$ cat config.mk
export PLATFORM = sky130hd
export DESIGN_NAME = tcw_regs
export DESIGN_NICKNAME = d
export VERILOG_FILES = /design/src/rtl/tcw_pkg.sv /design/src/rtl/tcw_regs.sv
export SDC_FILE = /design/constraint.sdc
export NUM_CORES = 1
export LEC_CHECK = 0
export BUFFER_PORTS_ARGS = -buffer_cell sky130_fd_sc_hd__buf_2
export CORE_UTILIZATION = 30
export DETAILED_ROUTE_END_ITERATION = 8
export PLACE_DENSITY = 0.88
export SYNTH_ARGS = -nofsm -noshare
export SYNTH_HDL_FRONTEND = slang
export SYNTH_SLANG_ARGS = --single-unit
$ cat constraint.sdc
create_clock -name clk -period 0.8 [get_ports clk]
set_input_delay 0.08 -clock clk [delete_from_list [all_inputs] [get_ports clk]]
set_output_delay 0.08 -clock clk [all_outputs]
set_load 0.005 [all_outputs]
$ cat src/rtl/tcw_pkg.sv
package tcw_pkg;

    // Screen geometry.
    localparam int COLUMNS    = 80;
    localparam int ROWS       = 25;
    localparam int CELL_COUNT = ROWS * COLUMNS;

    // Field widths.
    localparam int OP_W   = 2;
    localparam int CHAR_W = 8;
    localparam int ADDR_W = 11;
    localparam int CELL_W = 16;
    localparam int ROW_W  = 5;
    localparam int COL_W  = 7;

    // Screen store addressing and the sweep counter, which runs one past the last cell.
    localparam int MEM_AW = $clog2(CELL_COUNT);
    localparam int CNT_W  = $clog2(CELL_COUNT + 1);
    localparam int SRC_W  = $clog2(CELL_COUNT + COLUMNS + 1);

    // Configuration port.
    localparam int CFG_ADDR_W = 3;
    localparam int CFG_DATA_W = 32;
    localparam logic CFG_IDX_TEXT_COLOR = 1'b0;

    // Character codes and cell constants.
    localparam logic [CHAR_W-1:0] CH_NEWLINE   = 8'd10;
    localparam logic [CHAR_W-1:0] CH_RETURN    = 8'd13;
    localparam logic [CHAR_W-1:0] CH_BACKSPACE = 8'd8;
    localparam logic [CHAR_W-1:0] BLANK_CHAR   = 8'h20;
    localparam logic [CHAR_W-1:0] RESET_COLOR  = 8'h07;

    typedef enum logic [OP_W-1:0] {
        OP_PUT   = 2'd0,
        OP_CLEAR = 2'd1,
        OP_READ  = 2'd2,
        OP_NONE  = 2'd3
    } opcode_t;

    // What the controller must do after the execute cycle.
    typedef enum logic [1:0] {
        CLS_FINISH = 2'd0,
        CLS_SWEEP  = 2'd1,
        CLS_READ   = 2'd2
    } op_class_t;

    typedef enum logic [1:0] {
        SWEEP_INIT   = 2'd0,
        SWEEP_CLEAR  = 2'd1,
        SWEEP_SCROLL = 2'd2
    } sweep_mode_t;

    typedef struct packed {
        logic latch;
        logic exec;
        logic sweep_step;
        logic capture;
        logic load_out;
    } tcw_cmd_t;

    typedef struct packed {
        op_class_t op_class;
        logic      sweep_last;
    } tcw_status_t;

endpackage

$ cat src/rtl/tcw_regs.sv
module tcw_regs (
    input  logic                             clk,
    input  logic                             rst_n,
    input  logic                             psel,
    input  logic                             penable,
    input  logic                             pwrite,
    input  logic [tcw_pkg::CFG_ADDR_W-1:0]   paddr,
    input  logic [tcw_pkg::CFG_DATA_W-1:0]   pwdata,
    output logic [tcw_pkg::CFG_DATA_W-1:0]   prdata,
    output logic                             pready,
    output logic [tcw_pkg::CHAR_W-1:0]       text_color
);
    import tcw_pkg::*;

    logic [CHAR_W-1:0] text_color_reg;
    logic [CHAR_W-1:0] text_color_next;
    logic              hit;

    assign hit = (paddr[CFG_ADDR_W-1] == CFG_IDX_TEXT_COLOR);

    always_comb
    begin
        text_color_next = text_color_reg;
        if (psel && penable && pwrite && hit)
        begin
            text_color_next = pwdata[CHAR_W-1:0];
        end
    end

    always_ff @(posedge clk or negedge rst_n)
    begin
        if (!rst_n)
        begin
            text_color_reg <= RESET_COLOR;
        end
        else
        begin
            text_color_reg <= text_color_next;
        end
    end

    assign prdata     = hit ? {{(CFG_DATA_W-CHAR_W){1'b0}}, text_color_reg} : '0;
    assign pready     = 1'b1;
    assign text_color = text_color_reg;

endmodule

==> results of run 1 <==
through the flow:
step / utilization (%) / total power (uW)
after floorplan: - / 849
after global placement: 37.3 / 956
after detailed placement: 37.3 / 972
after CTS: 46.1 / 1600
after global routing: 48.9 / 1790
final: 48.9 / 1690
cells in the mapped netlist (all sizes together):
| cell | number |
|---|---|
| mux2 | 8 |
| conb | 2 |
| nand4b | 1 |
| dfrtp | 5 |
| and2b | 8 |
| buf | 25 |
| dfstp | 3 |
power by group:
group / internal, uW / switching (uW)
sequential: 519 / 55.2
clock: 192 / 156
combinational: 527 / 239
per-layer routing:
metal	part of all wire [%]	GRT usage (%)	vias up
met5	0	0	-
met4	0	7.06	0
met3	7.6	3.92	0
met2	53	21.4	30
met1	40	13.5	204
li1	-	-	194
final cells by class:
class | instances | area (sq um)
Multi-Input combinational cell | 42 | 304
Tap cell | 25 | 31.3
Clock buffer | 4 | 26.3
Fill cell | 176 | 911
Timing Repair Buffer | 38 | 307
Sequential cell | 8 | 204
timing repair:
action / CTS / global route
hold endpoints to repair: 8 / 0
setup endpoints to repair: 16 / 22
hold buffers: 1 / 0
setup buffers: 6 / 1
gates resized for setup: 16 / 8
logic make-up (layout without fill, tap and decap cells):
group	count (synthesis)	count (layout)	synth area share (%)
simple gates	9	9	16.1
other cells	2	25	1.29
mux	8	8	15.5
flops	8	8	35.0
buf+inv	25	42	32.2
final timing paths:
check | end | slack (ps) | cells past startpoint
setup / recovery | prdata[2] | -290 | 2
hold / removal | text_color[4]$_DFFE_PN0P_ | 50 | 2
setup reg to reg | text_color[5]$_DFFE_PN0P_ | -90 | 2
hold reg to reg | text_color[7]$_DFFE_PN0P_ | 530 | 1
max in group asynchronous | text_color[0]$_DFFE_PN1P_ | 360 | 2
min in group asynchronous | text_color[7]$_DFFE_PN0P_ | 190 | 2
cells in the final DEF (no fill, tap or decap), drive strengths merged:
cell	Yosys	routed
and2b	8	8
buf	25	37
clkbuf	0	4
conb	2	25
dfrtp	5	5
dfstp	3	3
dlygate4sd3	0	1
mux2	8	8
nand4b	1	1
==> results.yml, run 1 <==
timing:
  period_share_pct: 137
  min_period_ps: 1090
  hold-worst-slack_ps: 49.3
  clock-skew-final_ps: 0
  grt_setup_unrepaired: "yes"
  maxSlewViolCount: 0
  max_freq_mhz: 916
  setup_tns_ps: -3740
  final.setup.worst_slack_ps: -292
  setup_viol: 22
  hold_violations: 0
layout:
  design_area_sq_um: 872
  finalNonFillerCells: 117
  num_antenna_cells: 0
  largest_reg_flops: 8
  nNetsFinal: 133
  drive_gt1_share_pct: 65.2
  area_growth_pct: 49.6
clock_network:
  clockBufferDepth: 2
  clkTransAtPathRegs_ps: 60
  ctsRootBufferMaster: "clkbuf_4"
  clock-sinks: 8
  h-tree-depth: 1
  clk_latency_ps: 250
  cts_tree: "done"
  numCtsBuffers: 3
outcome:
  violations: "setup timing"
  status: "finished with violations"
placement:
  dp_hpwl_um: 812
  placed_cell_area_sq_um: 666
  gp_congestion: 0.645
  portBuffers: 29
  dp_cells: 105
  pre_cts_ws_ps: -78.9
logic_synthesis:
  syn_inst: 52
  yosysSeqAreaShare_pct: 35.0
  synth_cell_type_count: 7
  yosysWarnings: 0
  synth.avg_cell_area_sq_um: 11.2
  synth_top_area_cell: "buf_4"
  synth_top_area_share_pct: 32.2
  ys_ff_latch: 8
  synthesis.area_sq_um: 583
  netlist_top_cells_area: "buf_4, dfrtp_1, mux2_2"
route:
  drc_errors: 0
  post_drt_wl_per_cell_um: 10.2
  first_pass_iters: 2
  ant_nets: 0
  wl_um: 1200
  viasPerCell: 3.66
  num_vias: 428
  drtIter0Drc: 2
pwr:
  cellLeakagePower_uw: 0.000507
  power.density_nw_per_um2: 1940
  irDropWorstVdd_uv: 581
floorplanning:
  rows: 15
  die_area_sq_um: 2120
  die_width_um: 46.1
  die_h_um: 46.1
  start_util_pct: 32.7
  fp.coreArea_sq_um: 1780
  boundaryPins: 81
setup_path:
  cp_num_buf_inv: 1
  critPathTopFamily: "flip-flops"
  arrival_ps: 1010
  cp_max_fo: 2
  cp_slowest_cell: "dfstp_2"
  critPathLaunch: "text_color[2]$_DFFE_PN1P_"
  worstPathRequired_ps: 720
  crit_chain: "and2b_2, buf_6"
  r2r_start: "text_color[5]$_DFFE_PN0P_"
  end_kind: "output port"
  crit_type: "flop to output port"
  max_stage_delay_ps: 530
  startpoint_type: "flop"
grt:
  track_usage_pct: 12.5
  grt_pass1_vias: 388
  grt_overflow: 0
  antenna_found_initial: 0
  grt_pass1_wl_um: 1750
  grt_max_degree: 9
run:
  cap_violations: 0
worst_hold_path:
  worstHoldStart: "pwdata[4]"
  hold_path_class: "input pin to flop"
Note: power is estimated with default switching activity, not from simulation.
==> inputs of run 2 (changes only) <==
--- a/config.mk
+++ b/config.mk
@@ -9,6 +9,7 @@
 export CORE_UTILIZATION = 30
 export DETAILED_ROUTE_END_ITERATION = 8
 export PLACE_DENSITY = 0.88
+export REMOVE_ABC_BUFFERS = 1
 export SYNTH_ARGS = -nofsm -noshare
 export SYNTH_HDL_FRONTEND = slang
 export SYNTH_SLANG_ARGS = --single-unit
==> constraint.sdc (replaced) <==
create_clock -name clk -period 0.8 [get_ports clk]
set_input_delay 0.04 -clock clk [delete_from_list [all_inputs] [get_ports clk]]
set_output_delay 0.04 -clock clk [all_outputs]
set_load 0.005 [all_outputs]
==> results.yml, run 2 (synthesis results as in run 1) <==
outcome:
  status: "finished with violations"
  violations: "setup timing"
pwr:
  power.density_nw_per_um2: 1870
  p_seq_share_pct: 38.8
  p_sw_uw: 395
  irDropWorstVdd_uv: 601
  switching_share_pct: 26.6
  p_clk_share_pct: 23.1
  intPower_uw: 1090
  cellLeakagePower_uw: 0.000456
  comb_power_share_pct: 38.2
timing:
  maxSlewViolCount: 0
  clock-skew-final_ps: 0
  hold_violations: 0
  hold-worst-slack_ps: 14.0
  setup_tns_ps: -2620
  final.setup.worst_slack_ps: -256
  setup_viol: 19
  period_share_pct: 132
  min_period_ps: 1060
  max_freq_mhz: 947
  grt_setup_unrepaired: "yes"
setup_path:
  reg2reg_setup_slack_ps: -70
  crit_type: "flop to output port"
  worstPathRequired_ps: 760
  timing.rr.end: "text_color[5]$_DFFE_PN0P_"
  cp_num_buf_inv: 1
  arrival_ps: 1020
  max_stage_delay_ps: 530
  r2r_cells: 2
  r2r_start: "text_color[5]$_DFFE_PN0P_"
  end_kind: "output port"
  cp_max_fo: 3
  crit_chain: "and2b_2, buf_6"
  cp_slowest_cell: "dfstp_2"
  critPathTopFamily: "flip-flops"
  startpoint_type: "flop"
floorplanning:
  die_width_um: 46.1
  die_h_um: 46.1
  fp.coreArea_sq_um: 1780
  die_area_sq_um: 2120
  rows: 15
  start_util_pct: 32.7
  boundaryPins: 81
clock_network:
  h-tree-depth: 1
  cts_tree: "done"
  numCtsBuffers: 3
  clk_latency_ps: 250
  clockBufferDepth: 2
  clkTransAtPathRegs_ps: 60
  clock-sinks: 8
  ctsRootBufferMaster: "clkbuf_4"
placement:
  placed_cell_area_sq_um: 666
  portBuffers: 29
  gp_congestion: 0.670
  dp_hpwl_um: 734
  dp_cells: 105
  pre_cts_ws_ps: -44.6
grt:
  grt_pass1_wl_um: 1290
  grt_overflow: 0
  grt_pass1_vias: 329
  antenna_found_initial: 0
  grt_max_degree: 9
  track_usage_pct: 9.26
route:
  wl_um: 1000
  viasPerCell: 3.71
  drc_errors: 0
  first_pass_iters: 1
  post_drt_wl_per_cell_um: 8.87
  drtIter0Drc: 0
  num_vias: 419
  ant_nets: 0
layout:
  largest_reg_flops: 8
  mostFrequentLayoutCells: "conb_1, buf_2, buf_6"
  area_growth_pct: 35.6
  design_area_sq_um: 791
  final_common_cell: "conb_1"
  finalNonFillerCells: 113
  drive_gt1_share_pct: 63.6
  nNetsFinal: 129
  num_antenna_cells: 0
worst_hold_path:
  min_path_cells: 2
  min_to: "text_color[4]$_DFFE_PN0P_"
  hold_path_class: "input pin to flop"
  worstHoldStart: "pwdata[4]"
run:
  cap_violations: 0
==> run 2: changes by cell type in the layout (fill, tap and decap cells not counted) <==
cell    delta
mux2_4     -4
mux2_2     +4
buf_4      -1
buf_2      +4
buf_6      -7
==> run 2: worst register-to-register path, cell delays in order (launching register included) <==
cell     delay, ps
dfrtp_1        390
buf_6          120
mux2_4         250
==> run 2: worst max-delay path by stage <==
| stage | end | depth (start not counted) | startpoint | slack (ps) |
|---|---|---|---|---|
| 6_report | prdata[1] | 2 | text_color[1]$_DFFE_PN1P_ | -260 |
| 3_5_place_dp | text_color[7]$_DFFE_PN0P_ | 3 | paddr[2] | -40 |
| 4_1_cts | prdata[2] | 2 | text_color[2]$_DFFE_PN1P_ | -270 |
| 3_3_place_gp | text_color[5]$_DFFE_PN0P_ | 3 | paddr[2] | -20 |
| 5_1_grt | prdata[1] | 2 | text_color[1]$_DFFE_PN1P_ | -290 |
| 2_1_floorplan | text_color[3]$_DFFE_PN0P_ | 1 | text_color[3]$_DFFE_PN0P_ | 50 |
==> run 2: metal layers <==
metal | up-vias | GRT usage [%] | part of all wire, %
met4 | 0 | 5.29 | 0
met1 | 196 | 8.65 | 37
met2 | 36 | 16.9 | 52
met3 | 0 | 3.53 | 10
li1 | 187 | - | -
met5 | - | 0 | 0
==> run 2: timing repair <==
item	4_1_cts	5_1_grt
pin swaps	0	0
hold buffers	1	0
buffers inserted	3	0
endpoints found under the setup margin	16	19
gates resized for setup	9	4
hold endpoints to repair	8	0
==> run 2: area by class of cell <==
| class | count | area, sq um |
|---|---|---|
| clock buffer | 4 | 26.3 |
| fill | 178 | 992 |
| tap | 25 | 31.3 |
| timing repair buffer | 34 | 240 |
| sequential | 8 | 204 |
| multi-input combinational | 42 | 289 |
==> run 2: power by group through the flow <==
stage | combinational, uW | sequential (uW) | clock, uW
floorplan | 174 | 586 | 0
global placement | 374 | 575 | 0
detailed placement | 380 | 583 | 0
CTS | 530 | 575 | 358
global route | 624 | 586 | 364
finish | 566 | 575 | 342
==> run 2: per-stage QoR <==
step / utilization [%] / power, uW
detailed placement: 37.3 / 963
CTS: 42.9 / 1460
floorplan: - / 761
global placement: 37.3 / 949
finish: 44.4 / 1480
global route: 44.4 / 1570
==> inputs of run 3 (changes only) <==
--- a/config.mk
+++ b/config.mk
@@ -10,6 +10,7 @@
 export DETAILED_ROUTE_END_ITERATION = 8
 export PLACE_DENSITY = 0.88
 export REMOVE_ABC_BUFFERS = 1
+export SETUP_SLACK_MARGIN = 0.1
 export SYNTH_ARGS = -nofsm -noshare
 export SYNTH_HDL_FRONTEND = slang
 export SYNTH_SLANG_ARGS = --single-unit
==> constraint.sdc (replaced) <==
create_clock -name clk -period 0.8 [get_ports clk]
set_input_delay 0.16 -clock clk [delete_from_list [all_inputs] [get_ports clk]]
set_output_delay 0.16 -clock clk [all_outputs]
set_load 0.005 [all_outputs]
==> results.yml, run 3 (synthesis results as in run 1) <==
setup_path:
  crit_end: "prdata[1]"
  critPathLaunch: "text_color[1]$_DFFE_PN1P_"
  timing.rr.end: "text_color[5]$_DFFE_PN0P_"
  r2r_start: "text_color[5]$_DFFE_PN0P_"
  cp_max_fo: 3
  startpoint_type: "flop"
  worstPathRequired_ps: 640
  arrival_ps: 1010
  crit_chain: "and2b_2, buf_6"
  end_kind: "output port"
  r2r_cells: 2
  cp_slowest_cell: "dfstp_2"
  reg2reg_setup_slack_ps: -70
  max_stage_delay_ps: 530
  crit_type: "flop to output port"
route:
  num_vias: 426
  drtIter0Drc: 1
  ant_nets: 0
  wl_um: 1050
  post_drt_wl_per_cell_um: 9.33
  first_pass_iters: 2
  drc_errors: 0
  viasPerCell: 3.77
timing:
  hold_violations: 0
  period_share_pct: 147
  setup_viol: 19
  hold-worst-slack_ps: 133
  min_period_ps: 1170
  grt_setup_unrepaired: "yes"
  final.setup.worst_slack_ps: -373
  max_freq_mhz: 852
  maxSlewViolCount: 0
  clock-skew-final_ps: 0
pwr:
  p_clk_share_pct: 22.6
  cellLeakagePower_uw: 0.000468
  irDropWorstVdd_uv: 604
  intPower_uw: 1100
  comb_power_share_pct: 38.9
  p_sw_uw: 399
  power.density_nw_per_um2: 1870
  p_seq_share_pct: 38.5
  switching_share_pct: 26.5
placement:
  portBuffers: 29
  gp_congestion: 0.670
  dp_hpwl_um: 734
  pre_cts_ws_ps: -165
floorplanning:
  fp.coreArea_sq_um: 1780
  die_h_um: 46.1
  die_width_um: 46.1
  die_area_sq_um: 2120
  boundaryPins: 81
  start_util_pct: 32.7
  rows: 15
clock_network:
  clock-sinks: 8
  cts_tree: "done"
  ctsRootBufferMaster: "clkbuf_4"
  clockBufferDepth: 2
  numCtsBuffers: 3
  h-tree-depth: 1
  clk_latency_ps: 250
  clkTransAtPathRegs_ps: 60
grt:
  track_usage_pct: 9.83
  grt_pass1_vias: 347
  grt_overflow: 0
  antenna_found_initial: 0
  grt_max_degree: 9
  grt_pass1_wl_um: 1370
layout:
  final_common_cell: "conb_1"
  register_area_sq_um: 204
  drive_gt1_share_pct: 63.6
  n_fill_cell: 182
  num_antenna_cells: 0
  multi_input_area_sq_um: 297
  mostFrequentLayoutCells: "conb_1, buf_2, buf_6"
  largest_reg_flops: 8
  nNetsFinal: 129
  area_growth_pct: 38.0
outcome:
  status: "finished with violations"
  violations: "setup timing"
run:
  cap_violations: 0
worst_hold_path:
  hold_path_class: "input pin to flop"
## run 3: cell type report
cell class | instances | share of cell area [%]
Clock buffer | 4 | 3.27
Multi-Input combinational cell | 42 | 36.9
Sequential cell | 8 | 25.3
Tap cell | 25 | 3.89
Timing Repair Buffer | 34 | 30.6
## run 3: what timing repair did
action | in CTS | in global routing
resized for setup | 10 | 6
endpoints found under the setup margin | 24 | 24
hold buffers | 1 | 0
buffers inserted | 3 | 0
endpoints found under the hold margin | 8 | 0
## run 3: per-stage QoR
| stage | area [sq um] | utilization (%) | power (uW) | std cells | TNS, ps |
|---|---|---|---|---|---|
| floorplan | 482 | - | 761 | 50 | -51.3 |
| global placement | 666 | 37.3 | 949 | 105 | -1590 |
| detailed placement | 666 | 37.3 | 963 | 105 | -1820 |
| CTS | 769 | 43.2 | 1470 | 113 | -4710 |
| global route | 805 | 45.1 | 1600 | 113 | -5090 |
| finish | 805 | 45.1 | 1500 | 113 | -4580 |
## run 3: how the worst min path moves through the flow
stage,depth (start not counted),endpoint,from,slack [ps]
finish,2,text_color[4]$_DFFE_PN0P_,pwdata[4],130
global route,2,text_color[4]$_DFFE_PN0P_,pwdata[4],140
CTS,2,text_color[4]$_DFFE_PN0P_,pwdata[4],120
detailed placement,1,text_color[4]$_DFFE_PN0P_,rst_n,9
global placement,1,text_color[3]$_DFFE_PN0P_,rst_n,6
floorplan,0,text_color[3]$_DFFE_PN0P_,rst_n,-140
## run 3: power groups by stage
stage	clock [uW]	sequential, uW	combinational, uW
4_1_cts	358	575	537
3_3_place_gp	0	575	374
6_report	339	578	585
5_1_grt	364	589	642
3_5_place_dp	0	583	380
2_1_floorplan	0	586	174
## run 3: metal layers
layer / vias to the layer above / global-route usage (%) / share of wire [%]
li1: 188 / - / -
met1: 202 / 9.13 / 35
met2: 36 / 18.3 / 54
met3: 0 / 3.53 / 9.9
met4: 0 / 5.29 / 0
met5: - / 0 / 0
## run 3: worst max-delay path, delay by kind of cell, from the launching register on
| family | cells | cell delay [ps] |
|---|---|---|
| buffers and inverters | 1 | 90 |
| DFF | 1 | 530 |
| and+or+nand+nor | 1 | 150 |
