**src/rtl/tcw_pkg.sv**
```systemverilog
package tcw_pkg;

    // Screen geometry.
    localparam int COLUMNS    = 80;
    localparam int ROWS       = 25;
    localparam int CELL_COUNT = ROWS * COLUMNS;

    // Field widths.
    localparam int OP_W   = 2;
    localparam int CHAR_W = 8;
    localparam int ADDR_W = 11;
    localparam int CELL_W = 16;
    localparam int ROW_W  = 5;
    localparam int COL_W  = 7;

    // Screen store addressing and the sweep counter, which runs one past the last cell.
    localparam int MEM_AW = $clog2(CELL_COUNT);
    localparam int CNT_W  = $clog2(CELL_COUNT + 1);
    localparam int SRC_W  = $clog2(CELL_COUNT + COLUMNS + 1);

    // Configuration port.
    localparam int CFG_ADDR_W = 3;
    localparam int CFG_DATA_W = 32;
    localparam logic CFG_IDX_TEXT_COLOR = 1'b0;

    // Character codes and cell constants.
    localparam logic [CHAR_W-1:0] CH_NEWLINE   = 8'd10;
    localparam logic [CHAR_W-1:0] CH_RETURN    = 8'd13;
    localparam logic [CHAR_W-1:0] CH_BACKSPACE = 8'd8;
    localparam logic [CHAR_W-1:0] BLANK_CHAR   = 8'h20;
    localparam logic [CHAR_W-1:0] RESET_COLOR  = 8'h07;

    typedef enum logic [OP_W-1:0] {
        OP_PUT   = 2'd0,
        OP_CLEAR = 2'd1,
        OP_READ  = 2'd2,
        OP_NONE  = 2'd3
    } opcode_t;

    // What the controller must do after the execute cycle.
    typedef enum logic [1:0] {
        CLS_FINISH = 2'd0,
        CLS_SWEEP  = 2'd1,
        CLS_READ   = 2'd2
    } op_class_t;

    typedef enum logic [1:0] {
        SWEEP_INIT   = 2'd0,
        SWEEP_CLEAR  = 2'd1,
        SWEEP_SCROLL = 2'd2
    } sweep_mode_t;

    typedef struct packed {
        logic latch;
        logic exec;
        logic sweep_step;
        logic capture;
        logic load_out;
    } tcw_cmd_t;

    typedef struct packed {
        op_class_t op_class;
        logic      sweep_last;
    } tcw_status_t;

endpackage

```
**src/rtl/tcw_ctrl.sv**
```systemverilog
module tcw_ctrl (
    input  logic                 clk,
    input  logic                 rst_n,
    input  logic                 in_valid,
    output logic                 in_ready,
    output logic                 out_valid,
    input  logic                 out_ready,
    input  tcw_pkg::tcw_status_t status,
    output tcw_pkg::tcw_cmd_t    cmd
);
    import tcw_pkg::*;

    typedef enum logic [5:0] {
        ST_INIT  = 6'b000001,
        ST_IDLE  = 6'b000010,
        ST_EXEC  = 6'b000100,
        ST_SWEEP = 6'b001000,
        ST_READ  = 6'b010000,
        ST_DONE  = 6'b100000
    } state_t;

    state_t state_reg;
    state_t state_next;
    logic   out_valid_reg;
    logic   out_valid_next;

    always_comb
    begin
        state_next = state_reg;
        cmd        = '0;
        case (state_reg)
            ST_INIT:
            begin
                cmd.sweep_step = 1'b1;
                if (status.sweep_last)
                begin
                    state_next = ST_IDLE;
                end
            end
            ST_IDLE:
            begin
                if (in_valid)
                begin
                    cmd.latch  = 1'b1;
                    state_next = ST_EXEC;
                end
            end
            ST_EXEC:
            begin
                cmd.exec = 1'b1;
                case (status.op_class)
                    CLS_SWEEP: state_next = ST_SWEEP;
                    CLS_READ:  state_next = ST_READ;
                    default:   state_next = ST_DONE;
                endcase
            end
            ST_SWEEP:
            begin
                cmd.sweep_step = 1'b1;
                if (status.sweep_last)
                begin
                    state_next = ST_DONE;
                end
            end
            ST_READ:
            begin
                cmd.capture = 1'b1;
                state_next  = ST_DONE;
            end
            ST_DONE:
            begin
                if (!out_valid_reg || out_ready)
                begin
                    cmd.load_out = 1'b1;
                    state_next   = ST_IDLE;
                end
            end
            default:
            begin
                state_next = ST_IDLE;
            end
        endcase
    end

    always_comb
    begin
        out_valid_next = out_valid_reg;
        if (cmd.load_out)
        begin
            out_valid_next = 1'b1;
        end
        else if (out_ready)
        begin
            out_valid_next = 1'b0;
        end
    end

    always_ff @(posedge clk or negedge rst_n)
    begin
        if (!rst_n)
        begin
            state_reg     <= ST_INIT;
            out_valid_reg <= 1'b0;
        end
        else
        begin
            state_reg     <= state_next;
            out_valid_reg <= out_valid_next;
        end
    end

    assign in_ready  = (state_reg == ST_IDLE);
    assign out_valid = out_valid_reg;

endmodule

```
**config.mk**
```make
export PLATFORM = sky130hd
export DESIGN_NAME = tcw_ctrl
export DESIGN_NICKNAME = d
export VERILOG_FILES = /design/src/rtl/tcw_pkg.sv /design/src/rtl/tcw_ctrl.sv
export SDC_FILE = /design/constraint.sdc
export NUM_CORES = 1
export LEC_CHECK = 0
export ABC_AREA = 1
export BUFFER_PORTS_ARGS = -buffer_cell sky130_fd_sc_hd__buf_2
export CELL_PAD_IN_SITES_DETAIL_PLACEMENT = 2
export CELL_PAD_IN_SITES_GLOBAL_PLACEMENT = 2
export CORE_MARGIN = 2
export CORE_UTILIZATION = 28
export DETAILED_ROUTE_END_ITERATION = 16
export PLACE_DENSITY_LB_ADDON = 0.1
export RECOVER_POWER = 100
export SYNTH_ARGS = -nofsm -noshare
export SYNTH_HDL_FRONTEND = slang
export SYNTH_SLANG_ARGS = --single-unit
```
**constraint.sdc**
```tcl
create_clock -name clk -period 2.3 [get_ports clk]
set_clock_uncertainty 0.2 [all_clocks]
set_input_delay 0.46 -clock clk [delete_from_list [all_inputs] [get_ports clk]]
set_output_delay 0.46 -clock clk [all_outputs]
set_load 0.01 [all_outputs]
```
==> flow_summary_export.csv, run 1 <==
group,metric,value,unit
timing,period_needed,2030,ps
place,dp_hpwl,994,µm
yosys,netlist.top_cell.by_area,"sky130_fd_sc_hd__dfrtp_1",
timing,achievable-frequency,494,MHz
route,ant_nets,0,
clock_tree,clock_sink_total,7,
route,drc_errors,0,
layout,final-instance-count-excl-fill,108,
route,drt_pass1_iterations,3,
clock_tree,clk_root_buffer_cell,"sky130_fd_sc_hd__clkbuf_4",
floorplanning,design.die.area,0.00214,mm²
yosys,yosys-top-cells-area,"sky130_fd_sc_hd__dfrtp_1 30%, sky130_fd_sc_hd__inv_1 12%, sky130_fd_sc_hd__nor2_4 9.0%",
timing,slew_viol_final,0,
route,wl,1.16,mm
timing,setup_viol,0,
place,post_placement_setup_slack,525,ps
global_route,grt_pass1_vias,504,
yosys,yosys.area_share.adder,5.01,%
place,io_buffer_count,13,
worst_setup_path,critical-path-slowest-cell,"sky130_fd_sc_hd__dfstp_1",
place,finalWeightedCongestion,0.683,
timing,layout_setup_ws,274,ps
yosys,synthXorXnorAreaFrac,0,%
yosys,synth_ff_type,"sky130_fd_sc_hd__dfrtp_1",
flow_run,max_cap_violations,0,
clock_tree,htreeDepth,1,
global_route,antenna_found_initial,0,
yosys,ys_warn_count,0,
worst_hold_path,hp-class,"input port to flip-flop",
layout,max_ffs_per_register,6,
worst_setup_path,crit_type,"flip-flop to output port",
layout,fin_nets,93,
floorplanning,dieHeight,46.2,µm
yosys,postSynthAreaPerCell,7.56,µm²
layout,area_growth,21.1,%
timing,hold_viol,0,
timing,worst_slew_margin_rel,75.7,%
worst_setup_path,crit_required,1640,ps
pwr,vdd.ir_drop.worst,0.259,mV
timing,layout_worst_path_cycle_share,88.1,%
yosys,compound_gate_fraction_of_synth_area,1.00,%
route,first_iter_violations,3,
floorplanning,initial_utilization,29.2,%
yosys,synthMostInstantiatedCell,"sky130_fd_sc_hd__inv_1",
layout,antenna_cells_inserted,0,
yosys,syn_area,499,µm²
clock_tree,postCtsHoldBufs,1,
yosys,ys_async_sr_fraction,100,%
yosys,postSynthRegisterBits,7,
worst_setup_path,arrival,1370,ps
timing,worst_slew_pin_slew,364,ps
pwr,power_density,865,mW/mm²
yosys,syn_nets,75,
yosys,post_synth_mux_area_share,0,%
global_route,grt_first_pass_wirelength,2.06,mm
layout,final.fill_count,214,
worst_setup_path,worst_path_largest_cell_delay,590,ps
yosys,combinational_family_with_the_most_area_after_synthesis,"simple AND/OR/NAND/NOR gates",
floorplanning,core_area,0.00171,mm²
worst_setup_path,timing.critical_path.buf_inv,2,
yosys,synth-edff-count,0,
timing,setup_total_negative_slack,0,ps
worst_setup_path,crit_family,"flip-flops",
global_route,largest_net_degree_at_the_start_of_global_routing,8,
layout,layout.cell_area.non_filler,604,µm²
global_route,grt_overflow,0,
yosys,synth_top_cells_by_count,"16 x sky130_fd_sc_hd__inv_1, 9 x sky130_fd_sc_hd__nor2_1, 6 x sky130_fd_sc_hd__dfrtp_1, 6 x sky130_fd_sc_hd__nand2_1, 6 x sky130_fd_sc_hd__nand3_1",
yosys,synthCells,66,
clock_tree,clock_path_buffers,2,
pwr,power.static_leakage,0.342,nW
clock_tree,tritoncts,"yes",
route,avgRoutedWirePerCell,10.7,µm
floorplanning,placementRows,15,
place,place_inst,103,
floorplanning,floorplan.io_pins,14,
yosys,synth_simple_gate_area_share,43.6,%
clock_tree,cts-resized-gates,0,
worst_setup_path,critPathLaunchType,"flip-flop",
clock_tree,worstSkewPairLatency,240,ps
clock_tree,post-cts-setup-buffers,0,
route,drt-vias-per-instance,4.21,
clock_tree,numCtsBuffers,3,
yosys,ys_seq_area_share,35.3,%
worst_setup_path,critical_path_cell_by_cell,"inv_1 > nor2_1 > nand3_1 > nand2_2 > clkbuf_1",
worst_setup_path,critical_path_peak_fanout,3,
worst_setup_path,worstSetupEndpointType,"output port",
yosys,synth.distinct_cells,16,
floorplanning,chipWidth,46.2,µm
yosys,post-synth-top-area-fraction,30.1,%
route,route.vias.total,455,
global_route,grt_use_total,14.5,%
status,status,"finished clean",
layout,post_route_cells_drive_above_1_share,28.9,%
place,placed_inst_area,588,µm²
clock_tree,clk_pin_slew_worst_paths,50,ps
timing,rsz_0062_raised_after_global_routing,"no",
-- metrics by stage --
step	utilization, %	power (mW)	hold WS (ps)
final	35.4	0.523	177
after global routing	35.4	0.582	177
after global placement	34.4	0.439	97.1
after CTS	36.6	0.557	165
after detailed placement	34.4	0.443	96.7
after floorplan	-	0.362	-35.6
-- cell usage in the layout, fill, tap and decap left out, drive strengths merged --
| cell | instances |
|---|---|
| ha | 2 |
| nand3 | 9 |
| o21ai | 1 |
| or2 | 1 |
| dfstp | 1 |
| inv | 18 |
| dfrtp | 6 |
| clkbuf | 10 |
| dlygate4sd3 | 1 |
| buf | 7 |
| nand4 | 1 |
| nand2 | 8 |
| nor2 | 18 |
-- routing by layer --
metal	vias to the layer above	track usage, %	part of all wire [%]
met1	216	16.8	41
met4	0	10.3	2.2
met2	10	24.4	53
met5	-	0	0
met3	2	1.57	3.2
li1	227	-	-
-- cell type report --
cell class                      instances  area, µm²  share of cell area, %
Clock buffer                            4       26.3                   4.35
Timing Repair Buffer                   14       67.6                   11.2
Inverter                               18       67.6                   11.2
Tap cell                               25       31.3                   5.18
Multi-Input combinational cell         40        235                   38.9
Sequential cell                         7        176                   29.2
-- power by group --
part           internal (mW)  switching (mW)  total, mW
Sequential             0.150          0.0351      0.185
Combinational         0.0791           0.152      0.231
Clock                 0.0659          0.0409      0.107
-- worst reg2reg max path: cells and delay by family, from the launching register on --
family	cells	cell delay [ps]
flops	1	420
simple gates	6	740
-- cell families after synthesis --
kind of cell / Yosys count
and+or+nand+nor: 37
buffers and inverters: 19
DFF: 7
adders and majority gates: 2
AOI/OAI and AO/OA: 1
-- final timing paths --
kind	startpoint	end	slack, ps	cells after the start
setup / recovery	state_reg[0]	cmd[2]	270	5
hold / removal	status[0]	state_reg[0]	180	2
setup reg to reg	state_reg[5]	state_reg[1]	820	6
hold reg to reg	state_reg[1]	state_reg[0]	440	3
max in group asynchronous	rst_n	state_reg[0]	1140	2
min in group asynchronous	rst_n	state_reg[3]	460	2
Power figures use the tool's default switching activity.
==> inputs of run 2 (changes only) <==
==> constraint.sdc (replaced) <==
create_clock -name clk -period 2.3 [get_ports clk]
set_clock_uncertainty 0.2 [all_clocks]
set_input_delay 0.345 -clock clk [delete_from_list [all_inputs] [get_ports clk]]
set_output_delay 0.345 -clock clk [all_outputs]
set_load 0.01 [all_outputs]
==> flow_summary_export.csv, run 2 (synthesized netlist as in run 1, its figures left out) <==
group,metric,value,unit
timing,worst_slew_margin_rel,75.3,%
timing,slew_viol_final,0,
layout,max_ffs_per_register,6,
timing,setup_total_negative_slack,0,ps
worst_setup_path,critical_path_peak_fanout,5,
floorplanning,floorplan.io_pins,14,
timing,rsz_0062_raised_after_global_routing,"no",
layout,area_growth,19.0,%
flow_run,max_cap_violations,0,
pwr,power.share.sequential,34.7,%
timing,worst_slew_pin_slew,370,ps
worst_setup_path,critPathLaunchType,"flip-flop",
pwr,power_total,0.518,mW
clock_tree,htreeDepth,1,
route,avgRoutedWirePerCell,11.2,µm
worst_setup_path,crit_type,"flip-flop to output port",
layout,final.fill_count,219,
clock_tree,clk_root_buffer_cell,"sky130_fd_sc_hd__clkbuf_4",
clock_tree,worstSkewPairLatency,250,ps
timing,layout_worst_path_cycle_share,85.9,%
floorplanning,placementRows,15,
clock_tree,clock_path_buffers,2,
pwr,part_of_the_power_in_the_clock_network,21.4,%
worst_setup_path,worstSetupEndpointType,"output port",
route,drt_pass1_iterations,4,
layout,multi_input_comb_area,225,µm²
layout,antenna_cells_inserted,0,
floorplanning,dieHeight,46.2,µm
place,io_buffer_count,13,
pwr,power.switching_fraction,43.9,%
clock_tree,clk_pin_slew_worst_paths,50,ps
clock_tree,clock_sink_total,7,
worst_setup_path,arrival,1430,ps
floorplanning,core_area,0.00171,mm²
clock_tree,tritoncts,"yes",
route,first_iter_violations,11,
layout,sequential_cell_area,176,µm²
layout,most-common-layout-cells,"16 x sky130_fd_sc_hd__inv_1, 10 x sky130_fd_sc_hd__nor2_1, 9 x sky130_fd_sc_hd__nand3_1, 7 x sky130_fd_sc_hd__clkbuf_1, 7 x sky130_fd_sc_hd__buf_2",
worst_setup_path,crit_required,1750,ps
pwr,vdd.ir_drop.worst,0.260,mV
route,ant_nets,0,
place,dp_hpwl,1.01,mm
global_route,largest_net_degree_at_the_start_of_global_routing,8,
layout,layout.cell_area.non_filler,594,µm²
pwr,p_int,0.291,mW
global_route,grt_first_pass_wirelength,1.99,mm
pwr,p_sw,0.227,mW
layout,fin_nets,93,
pwr,power.share.combinational,43.9,%
place,placed_inst_area,588,µm²
global_route,grt_overflow,0,
status,status,"finished clean",
timing,achievable-frequency,506,MHz
route,wl,1.21,mm
global_route,grtUsageMet3,2.35,%
timing,hold_viol,0,
pwr,power.static_leakage,0.341,nW
place,finalWeightedCongestion,0.676,
global_route,grt_pass1_vias,426,
global_route,antenna_found_initial,0,
clock_tree,numCtsBuffers,3,
worst_hold_path,hp-class,"input port to flip-flop",
clock_tree,post-cts-setup-buffers,0,
route,route.vias.total,460,
route,drc_errors,0,
floorplanning,initial_utilization,29.2,%
route,drt-vias-per-instance,4.26,
global_route,grt_use_total,14.3,%
layout,post_route_cells_drive_above_1_share,27.7,%
timing,period_needed,1980,ps
floorplanning,chipWidth,46.2,µm
timing,hold_ws,58.4,ps
global_route,global_routing_met1_resource_utilization,17.8,%
global_route,met2_usage,21.1,%
timing,setup_viol,0,
floorplanning,design.die.area,0.00214,mm²
global_route,top_usage_layer,"met2",
layout,layout_commonest_cell,"sky130_fd_sc_hd__inv_1",
pwr,power_density,872,mW/mm²
## run 2: power groups by stage
stage | combinational (mW) | clock, mW | sequential, mW
after floorplan | 0.179 | 0 | 0.183
after global placement | 0.254 | 0 | 0.186
after detailed placement | 0.258 | 0 | 0.188
after CTS | 0.261 | 0.118 | 0.186
after global routing | 0.265 | 0.127 | 0.184
final | 0.227 | 0.111 | 0.180
## run 2: worst max-delay path: stages (launching register included)
cell	delay [ps]
sky130_fd_sc_hd__dfrtp_1	400
sky130_fd_sc_hd__nor2_1	300
sky130_fd_sc_hd__nand3_1	240
sky130_fd_sc_hd__nand2_2	120
sky130_fd_sc_hd__buf_2	130
## run 2: through the flow
| step | std cells | utilization (%) | setup slack (ps) |
|---|---|---|---|
| finish | 108 | 34.8 | 325 |
| global route | 108 | 34.8 | 194 |
| CTS | 108 | 36.6 | 429 |
| detailed placement | 103 | 34.4 | 722 |
| global placement | 103 | 34.4 | 743 |
| floorplan | 66 | - | 815 |
## run 2: path summary, 6_finish.rpt
kind | startpoint | slack [ps] | cells past startpoint | end
min in group asynchronous | rst_n | 330 | 2 | state_reg[3]
min reg2reg | state_reg[1] | 390 | 3 | state_reg[0]
min | status[0] | 60 | 2 | state_reg[0]
max | state_reg[1] | 320 | 4 | cmd[2]
max reg2reg | state_reg[1] | 750 | 6 | state_reg[5]
max in group asynchronous | rst_n | 1270 | 2 | state_reg[0]
## run 2: area by class of cell
type / instances / area share (%)
Clock buffer: 4 / 4.42
Tap cell: 25 / 5.26
Inverter: 18 / 11.4
Sequential cell: 7 / 29.7
Timing Repair Buffer: 14 / 11.4
Multi-Input combinational cell: 40 / 37.9
## run 2: timing repair
action	4_1_cts	5_1_grt
hold endpoints to repair	7	0
setup endpoints to repair	0	0
resized for setup	0	0
hold buffers	1	0
## run 2: per-layer routing
metal  up-vias  part of all wire, %
li1        228                    -
met1       220                   43
met2        10                   51
met3         2                  2.6
met4         0                  2.2
met5         -                    0
==> inputs of run 3 (changes only) <==
Settings changed: CORE_UTILIZATION 28 to 31, CTS_BUF_LIST set to sky130_fd_sc_hd__clkbuf_4 sky130_fd_sc_hd__clkbuf_8.
==> flow_summary_export.csv, run 3 (synthesized netlist as in run 1, its figures left out) <==
group,metric,value,unit
status,status,"finished clean",
global_route,antenna_found_initial,0,
worst_setup_path,crit_type,"flip-flop to output port",
worst_setup_path,critical_path_peak_fanout,3,
worst_setup_path,arrival,1360,ps
route,wl,1.25,mm
route,route.vias.total,451,
global_route,top_usage_layer,"met2",
clock_tree,clock_path_buffers,2,
floorplanning,core_area,0.00151,mm²
floorplanning,floorplan.io_pins,14,
clock_tree,clk_root_buffer_cell,"sky130_fd_sc_hd__clkbuf_4",
clock_tree,clock_sink_total,7,
place,dp_hpwl,1.11,mm
worst_setup_path,critPathLaunchType,"flip-flop",
global_route,grtUsageMet3,3.67,%
clock_tree,post-cts-setup-buffers,0,
route,drt-vias-per-instance,4.56,
worst_hold_path,hp-class,"input port to flip-flop",
global_route,global_routing_met1_resource_utilization,18.8,%
route,avgRoutedWirePerCell,12.6,µm
layout,max_ffs_per_register,6,
timing,achievable-frequency,526,MHz
route,drt_pass1_iterations,4,
timing,hold_viol,0,
timing,worst_slew_pin_slew,384,ps
route,ant_nets,0,
pwr,power.static_leakage,0.346,nW
route,drc_errors,0,
clock_tree,cts-resized-gates,0,
place,post_placement_setup_slack,712,ps
layout,area_growth,19.0,%
floorplanning,chipWidth,44.1,µm
worst_setup_path,worstSetupEndpointType,"output port",
worst_hold_path,hold-path-cell-count,2,
place,finalWeightedCongestion,0.710,
pwr,vdd.ir_drop.worst,0.387,mV
layout,most-common-layout-cells,"16 x sky130_fd_sc_hd__inv_1, 10 x sky130_fd_sc_hd__nor2_1, 8 x sky130_fd_sc_hd__nand3_1, 7 x sky130_fd_sc_hd__nand2_1, 7 x sky130_fd_sc_hd__buf_2",
clock_tree,tritoncts,"yes",
layout,layout_commonest_cell,"sky130_fd_sc_hd__inv_1",
place,io_buffer_count,13,
layout,antenna_cells_inserted,0,
pwr,power_density,917,mW/mm²
timing,setup_viol,0,
timing,period_needed,1900,ps
clock_tree,worstSkewPairLatency,250,ps
worst_setup_path,crit_required,1750,ps
worst_setup_path,worst_r2r_path_depth,6,
floorplanning,dieHeight,44.1,µm
floorplanning,initial_utilization,33.1,%
clock_tree,postCtsHoldBufs,1,
timing,setup_total_negative_slack,0,ps
global_route,grt_overflow,0,
global_route,grt_use_total,15.9,%
flow_run,max_cap_violations,0,
timing,rsz_0062_raised_after_global_routing,"no",
floorplanning,design.die.area,0.00195,mm²
timing,layout_setup_ws,398,ps
clock_tree,numCtsBuffers,3,
route,first_iter_violations,5,
timing,worst_slew_margin_rel,74.4,%
floorplanning,placementRows,14,
clock_tree,clk_pin_slew_worst_paths,50,ps
clock_tree,htreeDepth,1,
global_route,grt_pass1_vias,492,
global_route,met2_usage,26.5,%
layout,fin_nets,93,
timing,layout_worst_path_cycle_share,82.7,%
global_route,largest_net_degree_at_the_start_of_global_routing,8,
global_route,grt_first_pass_wirelength,2.12,mm
layout,post_route_cells_drive_above_1_share,28.9,%
timing,slew_viol_final,0,
## run 3: cell type report
| cell class | count | area [µm²] |
|---|---|---|
| sequential | 7 | 176 |
| inverter | 18 | 67.6 |
| multi-input combinational | 40 | 233 |
| clock buffer | 4 | 30.0 |
| tap | 16 | 20.0 |
| timing repair buffer | 14 | 67.6 |
| fill | 204 | 912 |
## run 3: worst max-delay path, cell delays in order, from the launching register on
cell and delay [ps]:
sky130_fd_sc_hd__dfstp_1 600, sky130_fd_sc_hd__inv_1 70, sky130_fd_sc_hd__nor2_1 90, sky130_fd_sc_hd__nand3_1 100, sky130_fd_sc_hd__nand2_1 110, sky130_fd_sc_hd__buf_2 140
## run 3: power breakdown
part,total [mW],switching [mW],internal [mW]
sequential,0.184,0.0340,0.150
combinational,0.239,0.161,0.0776
clock,0.122,0.0445,0.0779
## run 3: layer usage
layer  share of wire [%]  vias to the layer above
met5                   0                        -
met4                 1.1                        0
met3                 1.2                        2
met2                  54                        9
met1                  43                      212
li1                    -                      228
## run 3: final timing paths
path	from	endpoint	slack, ps
worst max-delay path	state_reg[0]	cmd[2]	400
worst min-delay path	status[0]	state_reg[0]	60
worst max register to register	state_reg[5]	state_reg[5]	790
worst min register to register	state_reg[1]	state_reg[0]	420
max in group asynchronous	rst_n	state_reg[0]	1260
min in group asynchronous	rst_n	state_reg[4]	330
## run 3: stage by stage
| step | instance area (µm²) | power [mW] | hold WS, ps | util (%) | instances |
|---|---|---|---|---|---|
| after floorplan | 499 | 0.362 | -151 | - | 66 |
| after global placement | 577 | 0.439 | -11.7 | 38.3 | 94 |
| after detailed placement | 577 | 0.452 | -15.5 | 38.3 | 94 |
| after CTS | 617 | 0.578 | 53.3 | 40.9 | 99 |
| after global routing | 594 | 0.602 | 53.0 | 39.5 | 99 |
| final | 594 | 0.545 | 63.6 | 39.5 | 99 |
